**src/rpcc_pkg.sv**
```systemverilog
// package for the response packet crc checker
// holds crc constants, status codes and the byte-wise crc function; no dependencies
`timescale 1ns / 1ps

package rpcc_pkg;

  localparam logic [15:0] CRC_POLY      = 16'h8005;
  localparam logic [7:0]  MAX_LEN_RESET = 8'd84;
  localparam logic [7:0]  MIN_COUNT     = 8'd4;
  localparam logic [7:0]  DEV_ERR_LEN   = 8'd1;
  localparam logic [7:0]  CRC_BYTES     = 8'd3;

  localparam int unsigned APB_AW = 2;
  localparam int unsigned APB_DW = 32;
  localparam logic [APB_AW-1:0] ADDR_MAX_LEN = 2'd0;

  typedef enum logic [2:0] {
    STATUS_OK       = 3'd0,
    STATUS_SHORT    = 3'd1,
    STATUS_LONG     = 3'd2,
    STATUS_CRC_ERR  = 3'd3,
    STATUS_DEV_ERR  = 3'd4
  } status_t;

  typedef enum logic [1:0] {
    LEN_GOOD  = 2'd0,
    LEN_SHORT = 2'd1,
    LEN_LONG  = 2'd2
  } len_fault_t;

  // eight bit steps, data lsb first, register shifts toward its msb
  function automatic logic [15:0] crc_byte(input logic [15:0] crc_in, input logic [7:0] data);
    logic [15:0] crc;
    logic        fb;
    crc = crc_in;
    for (int k = 0; k < 8; k++) begin
      fb  = data[k] ^ crc[15];
      crc = {crc[14:0], 1'b0};
      if (fb) begin
        crc = crc ^ CRC_POLY;
      end
    end
    return crc;
  endfunction

endpackage

```
**src/response_packet_crc_checker_unit.sv**
```systemverilog
// response packet crc checker: count byte, crc-16 over the body, status on the last byte
// depends on rpcc_pkg for constants, status codes and the crc function
// each accepted byte's result is registered in the output register
// throughput: one request per cycle unless out_valid is held with out_ready low
// the byte-wise crc update is unrolled into combinational xor logic
// reset: synchronous active-low rst_n clears packet state and output valid, max length to 84
`timescale 1ns / 1ps

module response_packet_crc_checker_unit (
  input  logic                          clk,
  input  logic                          rst_n,
  input  logic                          in_valid,
  output logic                          in_ready,
  input  logic [7:0]                    in_rx_byte,
  output logic                          out_valid,
  input  logic                          out_ready,
  output logic [7:0]                    out_payload_byte,
  output logic                          out_payload_valid,
  output logic                          out_packet_done,
  output logic [2:0]                    out_status,
  output logic [7:0]                    out_payload_len,
  input  logic                          psel,
  input  logic                          penable,
  input  logic                          pwrite,
  input  logic [rpcc_pkg::APB_AW-1:0]   paddr,
  input  logic [rpcc_pkg::APB_DW-1:0]   pwdata,
  output logic [rpcc_pkg::APB_DW-1:0]   prdata,
  output logic                          pready
);

  import rpcc_pkg::*;

  logic [7:0]  max_len_r;
  logic [7:0]  byte_index_r, byte_index_nxt;
  logic [7:0]  packet_count_r, packet_count_nxt;
  logic [15:0] crc_accum_r, crc_accum_nxt;
  logic [7:0]  rx_crc_low_r, rx_crc_low_nxt;
  len_fault_t  bad_length_r, bad_length_nxt;

  logic        out_valid_r;
  logic [7:0]  out_byte_r;
  logic        out_pvalid_r, out_pvalid_nxt;
  logic        out_done_r, out_done_nxt;
  status_t     out_status_r, out_status_nxt;
  logic [7:0]  out_plen_r, out_plen_nxt;

  logic        in_acc;
  logic [8:0]  idx_p1, idx_p2, cnt_ext;
  logic [15:0] crc_step;
  logic [7:0]  plen;

  assign in_ready = !out_valid_r || out_ready;
  assign in_acc   = in_valid && in_ready;

  // configuration port
  assign pready = 1'b1;
  assign prdata = (paddr == ADDR_MAX_LEN) ? {{(APB_DW-8){1'b0}}, max_len_r} : '0;

  always_ff @(posedge clk) begin
    if (!rst_n) begin
      max_len_r <= MAX_LEN_RESET;
    end else if (psel && penable && pwrite && pready && (paddr == ADDR_MAX_LEN)) begin
      max_len_r <= pwdata[7:0];
    end
  end

  assign idx_p1   = {1'b0, byte_index_r} + 9'd1;
  assign idx_p2   = {1'b0, byte_index_r} + 9'd2;
  assign cnt_ext  = {1'b0, packet_count_r};
  assign crc_step = crc_byte((byte_index_r == 8'd0) ? 16'h0000 : crc_accum_r, in_rx_byte);
  assign plen     = packet_count_r - CRC_BYTES;

  always_comb begin
    byte_index_nxt   = byte_index_r;
    packet_count_nxt = packet_count_r;
    crc_accum_nxt    = crc_accum_r;
    rx_crc_low_nxt   = rx_crc_low_r;
    bad_length_nxt   = bad_length_r;
    out_pvalid_nxt   = 1'b0;
    out_done_nxt     = 1'b0;
    out_status_nxt   = STATUS_OK;
    out_plen_nxt     = 8'd0;
    priority if (byte_index_r == 8'd0) begin
      packet_count_nxt = in_rx_byte;
      crc_accum_nxt    = crc_step;
      rx_crc_low_nxt   = 8'd0;
      priority if (in_rx_byte < MIN_COUNT) begin
        bad_length_nxt = LEN_SHORT;
      end else if (in_rx_byte > max_len_r) begin
        bad_length_nxt = LEN_LONG;
      end else begin
        bad_length_nxt = LEN_GOOD;
      end
      byte_index_nxt = 8'd1;
    end else if (bad_length_r != LEN_GOOD) begin
      if (byte_index_r >= 8'd3) begin
        out_done_nxt   = 1'b1;
        out_status_nxt = (bad_length_r == LEN_SHORT) ? STATUS_SHORT : STATUS_LONG;
        byte_index_nxt = 8'd0;
      end else begin
        byte_index_nxt = idx_p1[7:0];
      end
    end else if (idx_p1 >= cnt_ext) begin
      // last byte carries the received crc high byte
      out_done_nxt   = 1'b1;
      byte_index_nxt = 8'd0;
      if ({in_rx_byte, rx_crc_low_r} != crc_accum_r) begin
        out_status_nxt = STATUS_CRC_ERR;
      end else begin
        out_plen_nxt   = plen;
        out_status_nxt = (plen == DEV_ERR_LEN) ? STATUS_DEV_ERR : STATUS_OK;
      end
    end else begin
      if (idx_p2 == cnt_ext) begin
        rx_crc_low_nxt = in_rx_byte;
      end else begin
        crc_accum_nxt  = crc_step;
        out_pvalid_nxt = 1'b1;
      end
      byte_index_nxt = idx_p1[7:0];
    end
  end

  always_ff @(posedge clk) begin
    if (!rst_n) begin
      byte_index_r   <= 8'd0;
      packet_count_r <= 8'd0;
      crc_accum_r    <= 16'h0000;
      rx_crc_low_r   <= 8'd0;
      bad_length_r   <= LEN_GOOD;
      out_valid_r    <= 1'b0;
    end else begin
      if (in_acc) begin
        byte_index_r   <= byte_index_nxt;
        packet_count_r <= packet_count_nxt;
        crc_accum_r    <= crc_accum_nxt;
        rx_crc_low_r   <= rx_crc_low_nxt;
        bad_length_r   <= bad_length_nxt;
        out_valid_r    <= 1'b1;
      end else if (out_ready) begin
        out_valid_r    <= 1'b0;
      end
    end
  end

  // result payload
  always_ff @(posedge clk) begin
    if (in_acc) begin
      out_byte_r   <= in_rx_byte;
      out_pvalid_r <= out_pvalid_nxt;
      out_done_r   <= out_done_nxt;
      out_status_r <= out_status_nxt;
      out_plen_r   <= out_plen_nxt;
    end
  end

  assign out_valid         = out_valid_r;
  assign out_payload_byte  = out_byte_r;
  assign out_payload_valid = out_pvalid_r;
  assign out_packet_done   = out_done_r;
  assign out_status        = out_status_r;
  assign out_payload_len   = out_plen_r;

endmodule
```
**config.mk**
```make
export PLATFORM = sky130hd
export DESIGN_NAME = response_packet_crc_checker_unit
export DESIGN_NICKNAME = d
export VERILOG_FILES = /design/src/rpcc_pkg.sv /design/src/response_packet_crc_checker_unit.sv
export SDC_FILE = /design/constraint.sdc
export NUM_CORES = 1
export LEC_CHECK = 0
export BUFFER_PORTS_ARGS = -buffer_cell sky130_fd_sc_hd__buf_2
export CORE_ASPECT_RATIO = 1.5
export CORE_MARGIN = 2
export CORE_UTILIZATION = 29
export DETAILED_ROUTE_END_ITERATION = 6
export SYNTH_ARGS = -nofsm -noshare
export SYNTH_HDL_FRONTEND = slang
export SYNTH_SLANG_ARGS = --single-unit
export TNS_END_PERCENT = 1
```
**constraint.sdc**
```tcl
create_clock -name clk -period 5.26 [get_ports clk]
set_input_delay 1.052 -clock clk [delete_from_list [all_inputs] [get_ports clk]]
set_output_delay 1.052 -clock clk [all_outputs]
set_load 0.005 [all_outputs]
```
# Yosys cells after proc, flatten, opt, wreduce, memory -nomap -nowiden
# Index checks and enable logic that the tools add are counted.
# op_classes
n_addsub,3
order_cmp,4
n_eq_ne,7
mux,36
bitwise_logic,17
reduce_logical,16
# op_table
op,count
two-way mux 16 bit,13
two-way mux 8 bit,9
NOT 3 bit,8
inequality test 16 bit,1
two-way mux 3 bit,4
adder 8 x 1 -> 9 bit (second input constant),1
adder 8 x 2 -> 9 bit (second input constant),1
== test 9 x 8 -> 1 bit,1
greater-or-equal comparator 9 x 8 -> 1 bit,1
== test 8 x 1 -> 1 bit (second input constant),1
greater-or-equal comparator 8 x 2 -> 1 bit (second input constant),1
greater-than comparator 8 bit,1
zero test 8 bit,1
less-than comparator 8 x 3 -> 1 bit (second input constant),1
two-way mux 2 bit,4
AND reduction 4 bit,2
subtractor 8 x 2 -> 8 bit (second input constant),1
XOR 1 bit,8
two-way mux 1 bit,6
inequality test 2 bit (second input constant),3
nonzero test 2 bit,3
logical AND 1 bit,4
OR reduction 4 bit,1
OR reduction 3 bit,1
other kinds (6),6
# word_totals
ff_bits,72
output_inout_bits,56
word_cells,95

# Depth between registers and ports, before layout
# depth
word_depth,22
mapped_depth,15
depth_no_buf,12

# Least setup slack after synthesis
# OpenSTA, ideal clock, no wires.
# synth_timing
kind,reg-to-reg
from,register byte_index_r[1]
to,register crc_accum_r[15]
setup_ns,0.117
t_arrival_ns,3.035
t_required_ns,5.143
path_slack_ns,2.107
path_stages_with_launch,16
synth_period_minus_slack_ns,3.153
cell_sequence,dfxtp_1 ha_1 clkbuf_1 nand2_1 or2_2 xnor2_1 ha_1 o21ai_0 o221ai_1 nor3_2 nand2_2 a211oi_2 buf_6 buf_8 nand2_2 a32o_1
# synth_between
elab_chain_cells,22
word_cells_on_any_way,38
classes_between,add/sub: 2; order compare: 1; eq/ne: 4; mux: 13; bitwise: 16; reduce/logical: 2
# synth_rtl
element,line_no,source
start: declaration,response_packet_crc_checker_unit.sv:34,"logic [7:0] byte_index_r, byte_index_nxt;"
start signal: assignment,response_packet_crc_checker_unit.sv:134,byte_index_r <= byte_index_nxt;
zero test 8 bit,"response_packet_crc_checker_unit.sv:70, response_packet_crc_checker_unit.sv:83",
two-way mux 16 bit,response_packet_crc_checker_unit.sv:70,"assign crc_step = crc_byte((byte_index_r == 8'd0) ? 16'h0000 : crc_accum_r, in_rx_byte);"
XOR 1 bit / NOT 3 bit (equally long branches),-,
two-way mux 16 bit,rpcc_pkg.sv:39,if (fb) begin
XOR 1 bit,rpcc_pkg.sv:37,fb = data[k] ^ crc[15];
two-way mux 16 bit,rpcc_pkg.sv:39,
XOR 1 bit,rpcc_pkg.sv:37,
two-way mux 16 bit,rpcc_pkg.sv:39,
(+6 left out),-,
XOR 1 bit,rpcc_pkg.sv:37,
two-way mux 16 bit,rpcc_pkg.sv:39,
XOR 1 bit,rpcc_pkg.sv:37,
two-way mux 16 bit,rpcc_pkg.sv:39,
two-way mux 16 bit,response_packet_crc_checker_unit.sv:114,if (idx_p2 == cnt_ext) begin
two-way mux 16 bit,response_packet_crc_checker_unit.sv:103,end else if (idx_p1 >= cnt_ext) begin
two-way mux 16 bit,response_packet_crc_checker_unit.sv:95,end else if (bad_length_r != LEN_GOOD) begin
two-way mux 16 bit,response_packet_crc_checker_unit.sv:83,priority if (byte_index_r == 8'd0) begin
end signal: assignment,response_packet_crc_checker_unit.sv:136,crc_accum_r <= crc_accum_nxt;
end: declaration,response_packet_crc_checker_unit.sv:36,"logic [15:0] crc_accum_r, crc_accum_nxt;"
# Parallel ways exist; a longest one is shown, timed or not. The select of a mux whose other input is x is not followed.
# A chain may end at the register's enable or synchronous reset.

# Worst setup path after layout
# layout_timing
from,register byte_index_r[2]
to,register crc_accum_r[15]
# The elaborated chain is that of the path after synthesis.

==> reports/metrics.yaml <==
run_status: "complete, no violations"
power_density_nw_per_um2: 289
combinationalPowerShare: 0.184
max_freq_mhz: 277
ff_latch_area_sq_um: 1650
cp_max_fo: 18
die_area_sq_um: 17000
worstHoldEndpoint: "max_len_r[6]"
worst_slew_pin_slew_ns: 0.800
ant_nets: 0
grt_pass1_wl_um: 18300
dr_total_vias: 3622
area_growth_pct: 11.8
yosysSeqAreaShare: 0.357
maxSlewViolCount: 0
pwr-share-seq: 0.423
grtUsageMet2: 0.263
crit_path_end_kind: "register"
hp-class: "register to register"
critPathArrivalTime_ns: 3.83
fillers: 1598
reg2reg_to: "crc_accum_r[15]"
required_ns: 5.48
syn_inst: 517
viasPerCell: 4.80
ys_types: 61
grt_pass1_vias: 3743
grt_util_met3: 0.0222
cts_root_buffer: "clkbuf_16"
p_total_uw: 1500
synth_edf_count: 21
syn_area_sq_um: 4630
grt.overflow.total: 0
holdBufCountCts: 0
start_util: 0.296
grtUsageTotal: 0.137
setup_viol: 0
row_count: 56
p_sw_uw: 450
cts.repair.resized: 0
grt_setup_unrepaired: "false"
yosys_most_used_dff: "dfxtp_1"
io_pins: 105
avgSynthCellArea_sq_um: 8.96
min_path_cells: 2
hold_start: "max_len_r[6]"
finalCriticalPeriod_ns: 3.61
final.setup.tns_ns: 0
drive_gt1_frac: 0.168
pwr-share-clk: 0.393
r2r_slack_ns: 1.65
cts_tree: "done"
met1_usage: 0.137
worstRegToRegCells: 12
multiInputGateArea_sq_um: 2590
cts_buffer_depth: 2
final.setup_skew_ns: 0.0121
drt-initial-drc-count: 171
grt_max_degree: 43
hold_viol_final: 0
die_w_um: 107
wire_per_inst_um: 14.7
postCtsSetupBuffers: 0
numClockSinks: 72
diodes: 0
wl_um: 11100
core_area_sq_um: 15600
max_slew_margin: 0.464
start_kind: "register"
dpl.hpwl_um: 8310
ys_ff_latch: 72
cts-htree-levels: 3
yosys_warnings: 0
worstSetupPathType: "register to register"
drcViolationCount: 0
async_reset_ff_frac: 0
fp.dieH_um: 159
p_int_uw: 1050
reg2reg_from: "byte_index_r[2]"
layout.nets: 617
clk_latency_ns: 0.34
top_usage_layer: "met2"
power.share.switching: 0.300
peakVddDrop_mv: 0.156
dr.pass1.iters: 6
finalWeightedCongestion: 0.947
antenna_found_initial: 0
post-route-period-util: 0.686
cts_buffers: 9
maxCapViolCount: 0
p_leak_uw: 0.00206
clk_pin_slew_worst_paths_ns: 0.06
io_buffers: 55
==> cell families (layout without fill, tap and decap cells) <==
group,Yosys count,in the layout,synth area share
other cells,2,25,0.00162
mux,16,16,0.0346
flops,72,72,0.357
fa+ha+maj,21,21,0.0567
buf+inv,88,100,0.103
xor+xnor,66,66,0.131
simple gates,174,174,0.201
compound gates,78,78,0.115
==> cell type report <==
cell class              count  share of cell area
clock buffers               9              0.0435
clock inverters             7              0.0118
inverters                  25              0.0181
multi-input cells         380               0.500
flip-flops and latches     72               0.319
well taps                 203              0.0490
repair buffers             59              0.0589
==> worst max-delay path by stage <==
stage                                from              end  slack (ns)  cells past startpoint
final                     byte_index_r[2]  crc_accum_r[15]        1.65                     12
after global routing      byte_index_r[2]  crc_accum_r[15]        1.37                     12
after CTS                 byte_index_r[2]  crc_accum_r[15]        1.66                     12
after detailed placement  byte_index_r[2]  crc_accum_r[15]        1.69                     12
after global placement    byte_index_r[2]  crc_accum_r[15]        1.76                     12
after floorplan           byte_index_r[1]  crc_accum_r[15]        2.11                     15
==> cells in the final DEF, fill, tap and decap left out, types with 3 or more instances in the layout <==
| master | count |
|---|---|
| edfxtp_1 | 21 |
| buf_2 | 55 |
| xor2_1 | 12 |
| nand3_1 | 5 |
| nor4_1 | 4 |
| buf_4 | 4 |
| nor2b_1 | 14 |
| inv_6 | 3 |
| xnor2_1 | 52 |
| mux2i_1 | 16 |
| o21ai_1 | 9 |
| nor3_1 | 17 |
| a21boi_0 | 10 |
| o21ai_0 | 7 |
| nand2b_1 | 9 |
| nor3_2 | 3 |
| a21oi_1 | 16 |
| ha_1 | 21 |
| and2_1 | 5 |
| a21boi_1 | 11 |
| clkbuf_16 | 9 |
| nand4_1 | 20 |
| conb_1 | 25 |
| inv_1 | 25 |
| dfxtp_1 | 51 |
| a31oi_1 | 4 |
| nand2_1 | 45 |
| nor2_1 | 35 |
| a22oi_1 | 3 |
==> state kept, by name, summed over array words and instances (netlist names) <==
signal,count
bad_length_r,2
byte_index_r,8
crc_accum_r,16
max_len_r,8
out_packet_done,1
out_payload_byte,8
out_payload_len,8
out_payload_valid,1
out_status,3
out_valid,1
packet_count_r,8
rx_crc_low_r,8
==> power by group through the flow <==
stage	Combinational (uW)	Sequential [uW]	Clock [uW]
floorplan	230	634	0
global placement	268	645	0
detailed placement	276	646	0
CTS	277	634	599
global route	308	639	624
finish	276	634	590
==> through the flow <==
step	area (sq um)	utilization	hold slack (ns)	setup slack [ns]	instances
final	5180	0.332	0.476	1.65	755
after global routing	5180	0.332	0.522	1.37	755
after CTS	5180	0.332	0.478	1.66	755
after detailed placement	4890	0.313	0.461	1.69	739
after global placement	4890	0.313	0.458	1.76	739
after floorplan	4720	-	0.445	2.11	540
==> critical path, stage by stage, from the launching register on <==
cell,delay (ns)
dfxtp_1,0.58
ha_1,0.41
nand4_1,0.24
xnor2_1,0.21
ha_1,0.31
a211oi_1,0.23
o221ai_1,0.24
nor3_2,0.25
nand2_2,0.15
a211oi_2,0.25
buf_4,0.29
nand2_2,0.09
a32o_1,0.25
==> layer usage <==
metal / up-vias / wire, um
li1: 1770 / -
met1: 1734 / 4080
met3: 21 / 387
met2: 97 / 6320
met5: - / 0
met4: 0 / 286
==> Yosys cell counts, drive strengths merged (9+ instances only) <==
library cell,count,area (sq um)
o21ai,16,80.1
nor2,35,131
nor3,20,115
clkbuf,23,87.6
edfxtp,21,631
nand4,20,125
dfxtp,51,1020
buf,40,297
xnor2,52,455
mux2i,16,160
nor2b,14,87.6
nand2,47,181
inv,25,93.8
a21oi,17,88.8
nand2b,9,56.3
xor2,12,105
ha,21,263
a21boi,21,158
Note: power is estimated with default switching activity, not from simulation.
